`config.mk`:
```
export PLATFORM = sky130hd
export DESIGN_NAME = rational_arith_reduce
export DESIGN_NICKNAME = d
export VERILOG_FILES = /design/src/rar_pkg.sv /design/src/rar_div.sv /design/src/rar_dp.sv /design/src/rar_ctrl.sv /design/src/rational_arith_reduce.sv
export VERILOG_INCLUDE_DIRS = /design/src /design/src/src
export SDC_FILE = /design/constraint.sdc
export NUM_CORES = 2
export LEC_CHECK = 0
export ABC_AREA = 1
export BUFFER_PORTS_ARGS = -buffer_cell sky130_fd_sc_hd__buf_2
export CORE_AREA = 3 3 414 416
export DETAILED_ROUTE_END_ITERATION = 10
export DIE_AREA = 0 0 417 419
export GPL_ROUTABILITY_DRIVEN = 0
export GPL_TIMING_DRIVEN = 0
export PLACE_DENSITY = 0.6
export SLEW_MARGIN = 40
export SYNTH_ARGS = -nofsm -noshare
export SYNTH_HDL_FRONTEND = slang
export SYNTH_SLANG_ARGS = --single-unit
```
`constraint.sdc`:
```
create_clock -name clk -period 8.1 [get_ports clk]
set_input_delay 1.215 -clock clk [delete_from_list [all_inputs] [get_ports clk]]
set_output_delay 1.215 -clock clk [all_outputs]
set_load 0.02 [all_outputs]
```
`src/rational_arith_reduce_assert.svh`:
```
// Assertion macros used by the rational reduce controller.
`ifndef RATIONAL_ARITH_REDUCE_ASSERT_SVH
`define RATIONAL_ARITH_REDUCE_ASSERT_SVH

// Same-cycle implication, disabled while reset is applied.
`define RAR_ASSERT_IMPL(label, ante, cons, msg) \
    label: assert property (@(posedge clk) disable iff (!rst_n) (ante) |-> (cons)) \
        else $error(msg);

// Next-cycle implication, disabled while reset is applied.
`define RAR_ASSERT_NEXT(label, ante, cons, msg) \
    label: assert property (@(posedge clk) disable iff (!rst_n) (ante) |=> (cons)) \
        else $error(msg);

`endif

```
`src/rar_pkg.sv`:
```
// Package: types, codes and constants of the rational reduce block.
`timescale 1ns / 1ps
`default_nettype none

package rar_pkg;

    // Internal arithmetic width and divider counter width
    localparam int WIDTH = 32;
    localparam int CNT_W = $clog2(WIDTH);

    localparam logic [WIDTH-1:0] W_MIN = {1'b1, {(WIDTH-1){1'b0}}};

    // Operation codes
    localparam logic [1:0] OP_ADD = 2'd0;
    localparam logic [1:0] OP_SUB = 2'd1;
    localparam logic [1:0] OP_MUL = 2'd2;
    localparam logic [1:0] OP_DIV = 2'd3;

    // Result status codes
    localparam logic [1:0] STATUS_OK    = 2'd0;
    localparam logic [1:0] STATUS_WRAP  = 2'd1;
    localparam logic [1:0] STATUS_UNDEF = 2'd2;

    // Multiplier operand pair select
    localparam logic [2:0] MUL_LN_RD = 3'd0;
    localparam logic [2:0] MUL_RN_LD = 3'd1;
    localparam logic [2:0] MUL_LD_RD = 3'd2;
    localparam logic [2:0] MUL_LN_RN = 3'd3;
    localparam logic [2:0] MUL_LD_RN = 3'd4;

    // Divider dividend select
    localparam logic [1:0] DIV_REM  = 2'd0;
    localparam logic [1:0] DIV_QNUM = 2'd1;
    localparam logic [1:0] DIV_QDEN = 2'd2;

    typedef struct packed {
        logic [1:0]         req_type;
        logic signed [31:0] lhs_num;
        logic signed [31:0] lhs_den;
        logic signed [31:0] rhs_num;
        logic signed [31:0] rhs_den;
    } rar_in_t;

    typedef struct packed {
        logic signed [31:0] res_num;
        logic signed [31:0] res_den;
        logic [1:0]         status;
    } rar_out_t;

    // Controller to datapath commands
    typedef struct packed {
        logic       load_in;
        logic       mul_go;
        logic [2:0] mul_sel;
        logic       wr_num;
        logic       wr_den;
        logic       add_go;
        logic       gcd_init;
        logic       gcd_step;
        logic       div_start;
        logic [1:0] div_sel;
        logic       num_q;
        logic       den_q;
        logic       out_load;
    } rar_cmd_t;

    // Datapath to controller status
    typedef struct packed {
        logic [1:0] op;
        logic       den_zero;
        logic       rem_zero;
        logic       div_done;
        logic       div_busy;
    } rar_sts_t;

endpackage

`default_nettype wire

```
`src/rar_div.sv`:
```
// Bit-serial signed divider with truncating quotient and remainder.
`timescale 1ns / 1ps
`default_nettype none

module rar_div (
    input  wire logic                      clk,
    input  wire logic                      rst_n,
    input  wire logic                      start,
    input  wire logic [rar_pkg::WIDTH-1:0] dividend,
    input  wire logic [rar_pkg::WIDTH-1:0] divisor,
    output logic                           busy,
    output logic                           done,
    output logic [rar_pkg::WIDTH-1:0]      quotient,
    output logic [rar_pkg::WIDTH-1:0]      remainder
);
    import rar_pkg::*;

    localparam logic [CNT_W-1:0] CNT_LAST = CNT_W'(WIDTH - 1);

    logic             busy_reg, busy_next;
    logic             done_reg, done_next;
    logic [CNT_W-1:0] cnt_reg, cnt_next;
    logic [WIDTH-1:0] rem_reg, rem_next;
    logic [WIDTH-1:0] quo_reg, quo_next;
    logic [WIDTH-1:0] dm_reg, dm_next;
    logic             qneg_reg, qneg_next;
    logic             rneg_reg, rneg_next;

    logic [WIDTH:0]   shifted;
    logic             ge;

    // One restoring step per cycle on magnitudes
    always_comb
    begin
        shifted = {rem_reg, quo_reg[WIDTH-1]};
        ge      = (shifted >= {1'b0, dm_reg});
    end

    // Sequence start, iterate, finish
    always_comb
    begin
        busy_next = busy_reg;
        done_next = 1'b0;
        cnt_next  = cnt_reg;
        rem_next  = rem_reg;
        quo_next  = quo_reg;
        dm_next   = dm_reg;
        qneg_next = qneg_reg;
        rneg_next = rneg_reg;
        if (start)
        begin
            busy_next = 1'b1;
            cnt_next  = '0;
            rem_next  = '0;
            quo_next  = dividend[WIDTH-1] ? (~dividend + 1'b1) : dividend;
            dm_next   = divisor[WIDTH-1] ? (~divisor + 1'b1) : divisor;
            qneg_next = dividend[WIDTH-1] ^ divisor[WIDTH-1];
            rneg_next = dividend[WIDTH-1];
        end
        else if (busy_reg)
        begin
            rem_next = ge ? WIDTH'(shifted - {1'b0, dm_reg}) : shifted[WIDTH-1:0];
            quo_next = {quo_reg[WIDTH-2:0], ge};
            cnt_next = cnt_reg + 1'b1;
            if (cnt_reg == CNT_LAST)
            begin
                busy_next = 1'b0;
                done_next = 1'b1;
            end
        end
    end

    // Hold control state
    always_ff @(posedge clk or negedge rst_n)
    begin
        if (!rst_n)
        begin
            busy_reg <= 1'b0;
            done_reg <= 1'b0;
            cnt_reg  <= '0;
        end
        else
        begin
            busy_reg <= busy_next;
            done_reg <= done_next;
            cnt_reg  <= cnt_next;
        end
    end

    // Hold working values
    always_ff @(posedge clk)
    begin
        rem_reg  <= rem_next;
        quo_reg  <= quo_next;
        dm_reg   <= dm_next;
        qneg_reg <= qneg_next;
        rneg_reg <= rneg_next;
    end

    // Apply signs to the magnitude results
    assign quotient  = qneg_reg ? (~quo_reg + 1'b1) : quo_reg;
    assign remainder = rneg_reg ? (~rem_reg + 1'b1) : rem_reg;
    assign busy      = busy_reg;
    assign done      = done_reg;

endmodule

`default_nettype wire

```
`src/rar_dp.sv`:
```
// Datapath: operand registers, multiplier, adder, gcd registers and divider.
`timescale 1ns / 1ps
`default_nettype none

module rar_dp (
    input  wire logic              clk,
    input  wire logic              rst_n,
    input  wire rar_pkg::rar_in_t  in_data,
    input  wire rar_pkg::rar_cmd_t cmd,
    output rar_pkg::rar_sts_t      sts,
    output rar_pkg::rar_out_t      out_data
);
    import rar_pkg::*;

    logic [1:0]               op_reg;
    logic signed [WIDTH-1:0]  ln_reg, ld_reg, rn_reg, rd_reg;
    logic signed [WIDTH-1:0]  num_reg, den_reg;
    logic signed [WIDTH-1:0]  gx_reg, gy_reg;
    logic signed [2*WIDTH-1:0] prod_reg, prod_next;
    logic                     wr_reg;
    rar_out_t                 out_reg;

    logic signed [WIDTH-1:0]  ma, mb;
    logic                     prod_wrap;
    logic [WIDTH-1:0]         sum;
    logic                     add_ovf;
    logic [WIDTH-1:0]         div_a;
    logic                     div_busy, div_done;
    logic [WIDTH-1:0]         div_q, div_r;
    logic                     gy_neg_one;
    logic                     qn_wrap, qd_wrap;

    // Select multiplier operand pair
    always_comb
    begin
        case (cmd.mul_sel)
            MUL_LN_RD: begin ma = ln_reg; mb = rd_reg; end
            MUL_RN_LD: begin ma = rn_reg; mb = ld_reg; end
            MUL_LD_RD: begin ma = ld_reg; mb = rd_reg; end
            MUL_LN_RN: begin ma = ln_reg; mb = rn_reg; end
            MUL_LD_RN: begin ma = ld_reg; mb = rn_reg; end
            default:   begin ma = ln_reg; mb = rd_reg; end
        endcase
    end

    assign prod_next = ma * mb;

    // Product wraps unless its upper half is a pure sign extension
    assign prod_wrap = !((&prod_reg[2*WIDTH-1:WIDTH-1]) || !(|prod_reg[2*WIDTH-1:WIDTH-1]));

    // Add or subtract the two partial numerators
    always_comb
    begin
        if (op_reg == OP_SUB)
        begin
            sum     = num_reg - den_reg;
            add_ovf = (num_reg[WIDTH-1] != den_reg[WIDTH-1]) &&
                      (sum[WIDTH-1] != num_reg[WIDTH-1]);
        end
        else
        begin
            sum     = num_reg + den_reg;
            add_ovf = (num_reg[WIDTH-1] == den_reg[WIDTH-1]) &&
                      (sum[WIDTH-1] != num_reg[WIDTH-1]);
        end
    end

    // Select dividend
    always_comb
    begin
        case (cmd.div_sel)
            DIV_REM:  div_a = gx_reg;
            DIV_QNUM: div_a = num_reg;
            DIV_QDEN: div_a = den_reg;
            default:  div_a = gx_reg;
        endcase
    end

    rar_div u_div (
        .clk       (clk),
        .rst_n     (rst_n),
        .start     (cmd.div_start),
        .dividend  (div_a),
        .divisor   (gy_reg),
        .busy      (div_busy),
        .done      (div_done),
        .quotient  (div_q),
        .remainder (div_r)
    );

    // Division of the minimum value by minus one wraps
    assign gy_neg_one = &gy_reg;
    assign qn_wrap    = gy_neg_one && (num_reg == W_MIN);
    assign qd_wrap    = gy_neg_one && (den_reg == W_MIN);

    // Hold the wrap flag across the whole transaction
    always_ff @(posedge clk or negedge rst_n)
    begin
        if (!rst_n)
        begin
            wr_reg <= 1'b0;
        end
        else if (cmd.load_in)
        begin
            wr_reg <= 1'b0;
        end
        else if (((cmd.wr_num || cmd.wr_den) && prod_wrap) ||
                 (cmd.add_go && add_ovf) ||
                 (cmd.num_q && qn_wrap) || (cmd.den_q && qd_wrap))
        begin
            wr_reg <= 1'b1;
        end
    end

    // Capture operands and working values
    always_ff @(posedge clk)
    begin
        if (cmd.load_in)
        begin
            op_reg <= in_data.req_type;
            ln_reg <= WIDTH'(in_data.lhs_num);
            ld_reg <= WIDTH'(in_data.lhs_den);
            rn_reg <= WIDTH'(in_data.rhs_num);
            rd_reg <= WIDTH'(in_data.rhs_den);
        end
        if (cmd.mul_go)
        begin
            prod_reg <= prod_next;
        end
        if (cmd.wr_num)
        begin
            num_reg <= prod_reg[WIDTH-1:0];
        end
        else if (cmd.add_go)
        begin
            num_reg <= sum;
        end
        else if (cmd.num_q)
        begin
            num_reg <= div_q;
        end
        if (cmd.wr_den)
        begin
            den_reg <= prod_reg[WIDTH-1:0];
        end
        else if (cmd.den_q)
        begin
            den_reg <= div_q;
        end
        if (cmd.gcd_init)
        begin
            gx_reg <= num_reg;
            gy_reg <= den_reg;
        end
        else if (cmd.gcd_step)
        begin
            gx_reg <= gy_reg;
            gy_reg <= div_r;
        end
    end

    // Load the result register
    always_ff @(posedge clk)
    begin
        if (cmd.out_load)
        begin
            if (den_reg == '0)
            begin
                out_reg.res_num <= '0;
                out_reg.res_den <= '0;
                out_reg.status  <= STATUS_UNDEF;
            end
            else
            begin
                out_reg.res_num <= 32'(num_reg);
                out_reg.res_den <= 32'(den_reg);
                out_reg.status  <= wr_reg ? STATUS_WRAP : STATUS_OK;
            end
        end
    end

    assign sts.op       = op_reg;
    assign sts.den_zero = (den_reg == '0);
    assign sts.rem_zero = (div_r == '0);
    assign sts.div_done = div_done;
    assign sts.div_busy = div_busy;
    assign out_data     = out_reg;

endmodule

`default_nettype wire

```
`src/rar_ctrl.sv`:
```
// Controller: sequences products, Euclid steps, exact quotients and the output.
`timescale 1ns / 1ps
`default_nettype none
`include "rational_arith_reduce_assert.svh"

module rar_ctrl (
    input  wire logic              clk,
    input  wire logic              rst_n,
    input  wire logic              in_valid,
    output logic                   in_ready,
    output logic                   out_valid,
    input  wire logic              out_ready,
    input  wire rar_pkg::rar_sts_t sts,
    output rar_pkg::rar_cmd_t      cmd
);
    import rar_pkg::*;

    localparam logic [3:0] S_IDLE = 4'd0;
    localparam logic [3:0] S_P1   = 4'd1;
    localparam logic [3:0] S_P1W  = 4'd2;
    localparam logic [3:0] S_P2   = 4'd3;
    localparam logic [3:0] S_P2W  = 4'd4;
    localparam logic [3:0] S_ADD  = 4'd5;
    localparam logic [3:0] S_P3   = 4'd6;
    localparam logic [3:0] S_P3W  = 4'd7;
    localparam logic [3:0] S_CHK  = 4'd8;
    localparam logic [3:0] S_REM  = 4'd9;
    localparam logic [3:0] S_REMW = 4'd10;
    localparam logic [3:0] S_QN   = 4'd11;
    localparam logic [3:0] S_QNW  = 4'd12;
    localparam logic [3:0] S_QD   = 4'd13;
    localparam logic [3:0] S_QDW  = 4'd14;
    localparam logic [3:0] S_OUT  = 4'd15;

    logic [3:0] state_reg, state_next;
    logic       pass_reg, pass_next;
    logic       out_valid_reg, out_valid_next;
    logic       is_addsub;

    assign is_addsub = (sts.op == OP_ADD) || (sts.op == OP_SUB);

    // Next state and commands
    always_comb
    begin
        state_next = state_reg;
        pass_next  = pass_reg;
        cmd        = '0;
        cmd.mul_sel = MUL_LN_RD;
        cmd.div_sel = DIV_REM;
        in_ready   = 1'b0;
        case (state_reg)
            S_IDLE:
            begin
                in_ready = 1'b1;
                if (in_valid)
                begin
                    cmd.load_in = 1'b1;
                    pass_next   = 1'b0;
                    state_next  = S_P1;
                end
            end
            S_P1:
            begin
                cmd.mul_go  = 1'b1;
                cmd.mul_sel = (sts.op == OP_MUL) ? MUL_LN_RN : MUL_LN_RD;
                state_next  = S_P1W;
            end
            S_P1W:
            begin
                cmd.wr_num = 1'b1;
                state_next = S_P2;
            end
            S_P2:
            begin
                cmd.mul_go = 1'b1;
                if (is_addsub)
                begin
                    cmd.mul_sel = MUL_RN_LD;
                end
                else if (sts.op == OP_MUL)
                begin
                    cmd.mul_sel = MUL_LD_RD;
                end
                else
                begin
                    cmd.mul_sel = MUL_LD_RN;
                end
                state_next = S_P2W;
            end
            S_P2W:
            begin
                cmd.wr_den = 1'b1;
                state_next = is_addsub ? S_ADD : S_CHK;
            end
            S_ADD:
            begin
                cmd.add_go = 1'b1;
                state_next = S_P3;
            end
            S_P3:
            begin
                cmd.mul_go  = 1'b1;
                cmd.mul_sel = MUL_LD_RD;
                state_next  = S_P3W;
            end
            S_P3W:
            begin
                cmd.wr_den = 1'b1;
                state_next = S_CHK;
            end
            S_CHK:
            begin
                // Zero denominator skips the reduction
                if (sts.den_zero)
                begin
                    state_next = S_OUT;
                end
                else
                begin
                    cmd.gcd_init = 1'b1;
                    state_next   = S_REM;
                end
            end
            S_REM:
            begin
                cmd.div_start = 1'b1;
                cmd.div_sel   = DIV_REM;
                state_next    = S_REMW;
            end
            S_REMW:
            begin
                cmd.div_sel = DIV_REM;
                if (sts.div_done)
                begin
                    if (sts.rem_zero)
                    begin
                        state_next = S_QN;
                    end
                    else
                    begin
                        cmd.gcd_step = 1'b1;
                        state_next   = S_REM;
                    end
                end
            end
            S_QN:
            begin
                cmd.div_start = 1'b1;
                cmd.div_sel   = DIV_QNUM;
                state_next    = S_QNW;
            end
            S_QNW:
            begin
                cmd.div_sel = DIV_QNUM;
                if (sts.div_done)
                begin
                    cmd.num_q  = 1'b1;
                    state_next = S_QD;
                end
            end
            S_QD:
            begin
                cmd.div_start = 1'b1;
                cmd.div_sel   = DIV_QDEN;
                state_next    = S_QDW;
            end
            S_QDW:
            begin
                cmd.div_sel = DIV_QDEN;
                if (sts.div_done)
                begin
                    cmd.den_q = 1'b1;
                    // Divide reduces a second time
                    if ((sts.op == OP_DIV) && !pass_reg)
                    begin
                        pass_next  = 1'b1;
                        state_next = S_CHK;
                    end
                    else
                    begin
                        state_next = S_OUT;
                    end
                end
            end
            S_OUT:
            begin
                if (!out_valid_reg || out_ready)
                begin
                    cmd.out_load = 1'b1;
                    state_next   = S_IDLE;
                end
            end
            default:
            begin
                state_next = S_IDLE;
            end
        endcase
    end

    // Track the pending result
    always_comb
    begin
        out_valid_next = out_valid_reg;
        if (cmd.out_load)
        begin
            out_valid_next = 1'b1;
        end
        else if (out_ready)
        begin
            out_valid_next = 1'b0;
        end
    end

    always_ff @(posedge clk or negedge rst_n)
    begin
        if (!rst_n)
        begin
            state_reg     <= S_IDLE;
            pass_reg      <= 1'b0;
            out_valid_reg <= 1'b0;
        end
        else
        begin
            state_reg     <= state_next;
            pass_reg      <= pass_next;
            out_valid_reg <= out_valid_next;
        end
    end

    assign out_valid = out_valid_reg;

    `RAR_ASSERT_IMPL(a_div_start_idle, cmd.div_start, !sts.div_busy, "divider restarted while busy")
    `RAR_ASSERT_IMPL(a_pass_div_only, pass_reg, sts.op == OP_DIV, "second pass on non-divide")
    `RAR_ASSERT_NEXT(a_accept_seq, in_valid && in_ready, (state_reg == S_P1) && !pass_reg, "bad start")
    `RAR_ASSERT_IMPL(a_no_overwrite, cmd.out_load, !out_valid_reg || out_ready, "result overwritten")

endmodule

`default_nettype wire

```
`src/rational_arith_reduce.sv`:
```
// Top level: signed fraction ALU with gcd reduction.
//
// Input channel in_valid/in_ready/in_data carries one operation and two
// fractions; output channel out_valid/out_ready/out_data returns the reduced
// fraction and a status (ok, wrapped, zero denominator).
// One transaction is in work at a time. Each Euclid remainder step and each
// exact quotient runs on one shared bit-serial divider. Add and subtract use
// three products and multiply two, on a registered 32 x 32 multiplier; divide
// reduces twice. A zero denominator skips reduction.
// The next transaction is accepted in the cycle after the result enters the
// output register, even while the receiver stalls; its result waits until
// that register is taken.
// Reset (rst_n low, asynchronous) returns the controller to idle and drops
// any pending result.
`timescale 1ns / 1ps
`default_nettype none

module rational_arith_reduce (
    input  wire logic             clk,
    input  wire logic             rst_n,
    input  wire logic             in_valid,
    output logic                  in_ready,
    input  wire rar_pkg::rar_in_t in_data,
    output logic                  out_valid,
    input  wire logic             out_ready,
    output rar_pkg::rar_out_t     out_data
);
    import rar_pkg::*;

    rar_cmd_t cmd;
    rar_sts_t sts;

    // Sequence the transaction
    rar_ctrl u_ctrl (
        .clk       (clk),
        .rst_n     (rst_n),
        .in_valid  (in_valid),
        .in_ready  (in_ready),
        .out_valid (out_valid),
        .out_ready (out_ready),
        .sts       (sts),
        .cmd       (cmd)
    );

    // Compute the fraction
    rar_dp u_dp (
        .clk      (clk),
        .rst_n    (rst_n),
        .in_data  (in_data),
        .cmd      (cmd),
        .sts      (sts),
        .out_data (out_data)
    );

endmodule

`default_nettype wire
```
==> summary by stage <==
Synth
The count of synthesis-stage warnings from yosys is 0. The cell area that synthesis handed to floorplanning was 0.0670 mm2. The sequential element share of the synthesized area is 21.8%.

The net count after synthesis is 9,487. The number of enable flip-flop cells after synthesis is 454. The most used flip-flop cell after synthesis is sky130_fd_sc_hd__edfxtp_1. The number of instances in the synthesized netlist is 7,981. The flip-flop and latch count after synthesis is 500. A synthesized cell averages 8.40 um2.

In this run, distinct cell masters in the synthesized netlist total 63. In the synthesized netlist the async set-or-reset flop fraction comes to 2.80%.

Floorplan
The region available for standard cell placement spans 0.168 mm2. The area of the die is 0.175 mm2. The floorplan has 150 rows. The floorplan die height is 419 um. 202 I/O pins were placed. The initial utilization of the core area, before any placement, comes to 40.0%.

The die is 417 um wide.

Final layout
The area taken by multi-input logic gates is 0.0460 mm2. In the layout the commonest cells are sky130_fd_sc_hd__inv_1 (1,747), sky130_fd_sc_hd__nand2_1 (1,708), sky130_fd_sc_hd__fa_1 (1,017). The library cell used most frequently in the layout, excluding fill and tap cells, is sky130_fd_sc_hd__inv_1. The synthesis-to-finish area growth is 18.6%. The layout cell share with drive strength beyond 1 is 15.9%.

The number of nets in the layout is 10,100. The layout filler cell count is 15,900. Summing all flip-flop and latch instances after layout gives 0.0146 mm2.

The flip-flop count of the largest register, all copies and words added is 66.

Clock network
The clock network latency to the later pin of the worst-skew pair is 0.71 ns. The clock drives 500 sinks. The clock tree from TritonCTS is yes.

The maximum level of the CTS H-tree is 2. Clock-pin slew was measured on the worst setup and hold paths at 0.06 ns. The clock tree root buffer cell is sky130_fd_sc_hd__clkbuf_16. The clock passes through at most 3 buffers.

Clock tree synthesis inserted a total of 57 buffers.

GRT
The number of global-route vias before repair is 60,000. The initial antenna violation count is 7. The pin count of the biggest net entering global routing is 44.

After global routing the overflow that remains totals 0. The overall fraction of global-route tracks in use is 30.7%. The first global-routing pass estimated 390,000 um of wire.

Setup path
For the worst flop-to-flop path, the logic depth is 35. By instance count, the cell type seen most on the critical path is sky130_fd_sc_hd__fa_2. For this run, the slowest stage of the critical path takes 0.65 ns. At the worst endpoint, the required time is 8.49 ns. The worst setup path is launched from a flip-flop. The critical setup path kind is flip-flop to flip-flop. At the worst endpoint, the arrival time is 9.27 ns.

STA classifies the critical path endpoint as a flip-flop. The cell with the largest stage delay on the worst path is sky130_fd_sc_hd__fa_2. Along the worst path, the maximum fanout reaches 10.

Timing
The worst clock skew is 0.0663 ns. Setup total negative slack on the finished layout was measured at -22.15 ns. In this run the tightest slew margin relative to its limit is 39.5%. Setup repair after global routing could not meet its margin everywhere. Timing would allow up to 113 MHz. At the pin with the least slew margin, the transition time is 0.904 ns. The number of slew-limit violations in the final report came to 0. After layout, the worst path uses 110% of the clock period. The minimum clock period is 8.89 ns. The final count of hold timing violations is 0. The count of endpoints failing setup in the final report is 44.

Setup slack on the critical path of the routed design comes to -0.786 ns.

Hold path
The min-delay analysis places its worst path in the category input pin to async pin.

Run status
The flow ran to the end, but the final reports show violations. The final reports fail on setup timing.

Drt
The wire length on met1 is 95,500 um. The detail route stage leaves a number of antenna-violating nets equal to 0. Wire segments on met3 add up to 32,200 um in the final route.

The first detailed-routing pass ran for 6 iterations. For this run, design rule violations remaining after detail routing come to 0. After detailed routing, the number of vias per cell comes to 5.51.

The total number of vias is 59,500. The starting DRC count in detailed routing is 6,938. Summed over all layers, the routed wires come to 272,000 um. In the detailed route, the total length drawn on met2 is 116,000 um. The detailed router used layers up to and including met5. The wire length per cell after detailed routing is 25.2 um.

Place
In this run the tool buffered the top-level ports with 201 buffer cells. The wire-length estimate of the detail-placed layout is 211,000 um.

Flow run
The max capacitance violation total is 0.
## routing by layer
layer	GRT usage, %	vias up
met3	8.78	1138
met5	0.695	-
met1	36.5	29000
met4	24.1	6
li1	-	25400
met2	46.8	3915
## worst paths after layout
kind | slack, ns | from | to
setup / recovery | -0.79 | u_ctrl.state_reg[3] | u_dp.prod_reg[46]
min in group clk | 0.48 | u_dp.u_div.rem_reg[1] | u_dp.u_div.rem_reg[1]
hold reg to reg | 0.48 | u_dp.u_div.rem_reg[1] | u_dp.u_div.rem_reg[1]
setup reg to reg | -0.79 | u_ctrl.state_reg[3] | u_dp.prod_reg[46]
max in group asynchronous | 7.36 | rst_n | u_ctrl.state_reg[3]
hold / removal | 0.45 | rst_n | u_ctrl.out_valid
## cell type report
type                    count  share of cell area (%)
multi-input cells        5315                    57.9
plain buffers             301                    3.48
inverters                1857                    9.09
clock inverters            37                   0.494
well taps                2204                    3.47
diodes                      2                 0.00630
flip-flops and latches    500                    18.4
repair buffers            512                    5.24
clock buffers              68                    1.92
## synth_stat cells, drive strengths merged, types with 7 or more instances
master / count / area, um2
a211oi: 7 / 52.6
nor4: 33 / 206
dfrtp: 14 / 350
a22oi: 52 / 390
a21o: 22 / 165
or2: 27 / 171
a31oi: 39 / 244
o21a: 7 / 52.6
o211ai: 15 / 118
clkbuf: 105 / 394
nor3: 62 / 315
o221ai: 14 / 123
o22ai: 7 / 43.8
a21oi: 222 / 1110
nand2: 1805 / 6830
and3: 24 / 150
nand3: 245 / 1230
o31ai: 7 / 52.6
clkinv: 10 / 40.0
ha: 287 / 3590
fa: 1085 / 21700
a221oi: 8 / 70.1
o21bai: 34 / 259
a21boi: 14 / 105
xor2: 132 / 1160
nor2: 665 / 2550
buf: 204 / 1290
inv: 1847 / 6940
nand4: 64 / 413
mux2: 16 / 180
nand3b: 13 / 97.6
xnor2: 52 / 455
edfxtp: 454 / 13600
dfxtp: 32 / 641
o21ai: 342 / 1750
## critical path, delay by kind of cell, from the launching register on
family,cells,cell delay [ns]
simple gates,6,0.79
buf+inv,11,1.22
compound gates,8,1.35
xor+xnor,1,0.19
fa+ha+maj,9,4.60
flops,1,0.45
## cells by family after synthesis
| family | count (synthesis) | synth area share, % |
|---|---|---|
| fa+ha+maj | 1372 | 37.8 |
| mux | 16 | 0.269 |
| simple gates | 2939 | 17.9 |
| buf+inv | 2166 | 12.9 |
| flops | 500 | 21.8 |
| compound gates | 804 | 6.96 |
| xor+xnor | 184 | 2.40 |
## repair_timing
item / in CTS / in global routing
hold buffers: 0 / 0
gates resized for setup: 628 / 362
gates cloned: 3 / 3
hold endpoints to repair: 0 / 0
pin swaps: 120 / 140
setup endpoints to repair: 53 / 50
buffers inserted: 170 / 117
## stage by stage
stage / hold slack (ns) / instances / worst slack (ns) / utilization [%] / area [um2]
finish: 0.453 / 10800 / -0.786 / 47.4 / 79500
global route: 0.450 / 10800 / -0.946 / 47.4 / 79500
CTS: 0.433 / 10700 / -0.681 / 45.9 / 77000
detailed placement: 0.478 / 10400 / -2.57 / 42.5 / 71300
global placement: 0.468 / 10400 / -2.57 / 42.3 / 70900
floorplan: 0.448 / 7981 / -0.0739 / - / 67100
Power is left out: the tool's default activity adds up to more than one toggle a clock period on the data nets, which glitch-free logic cannot reach.
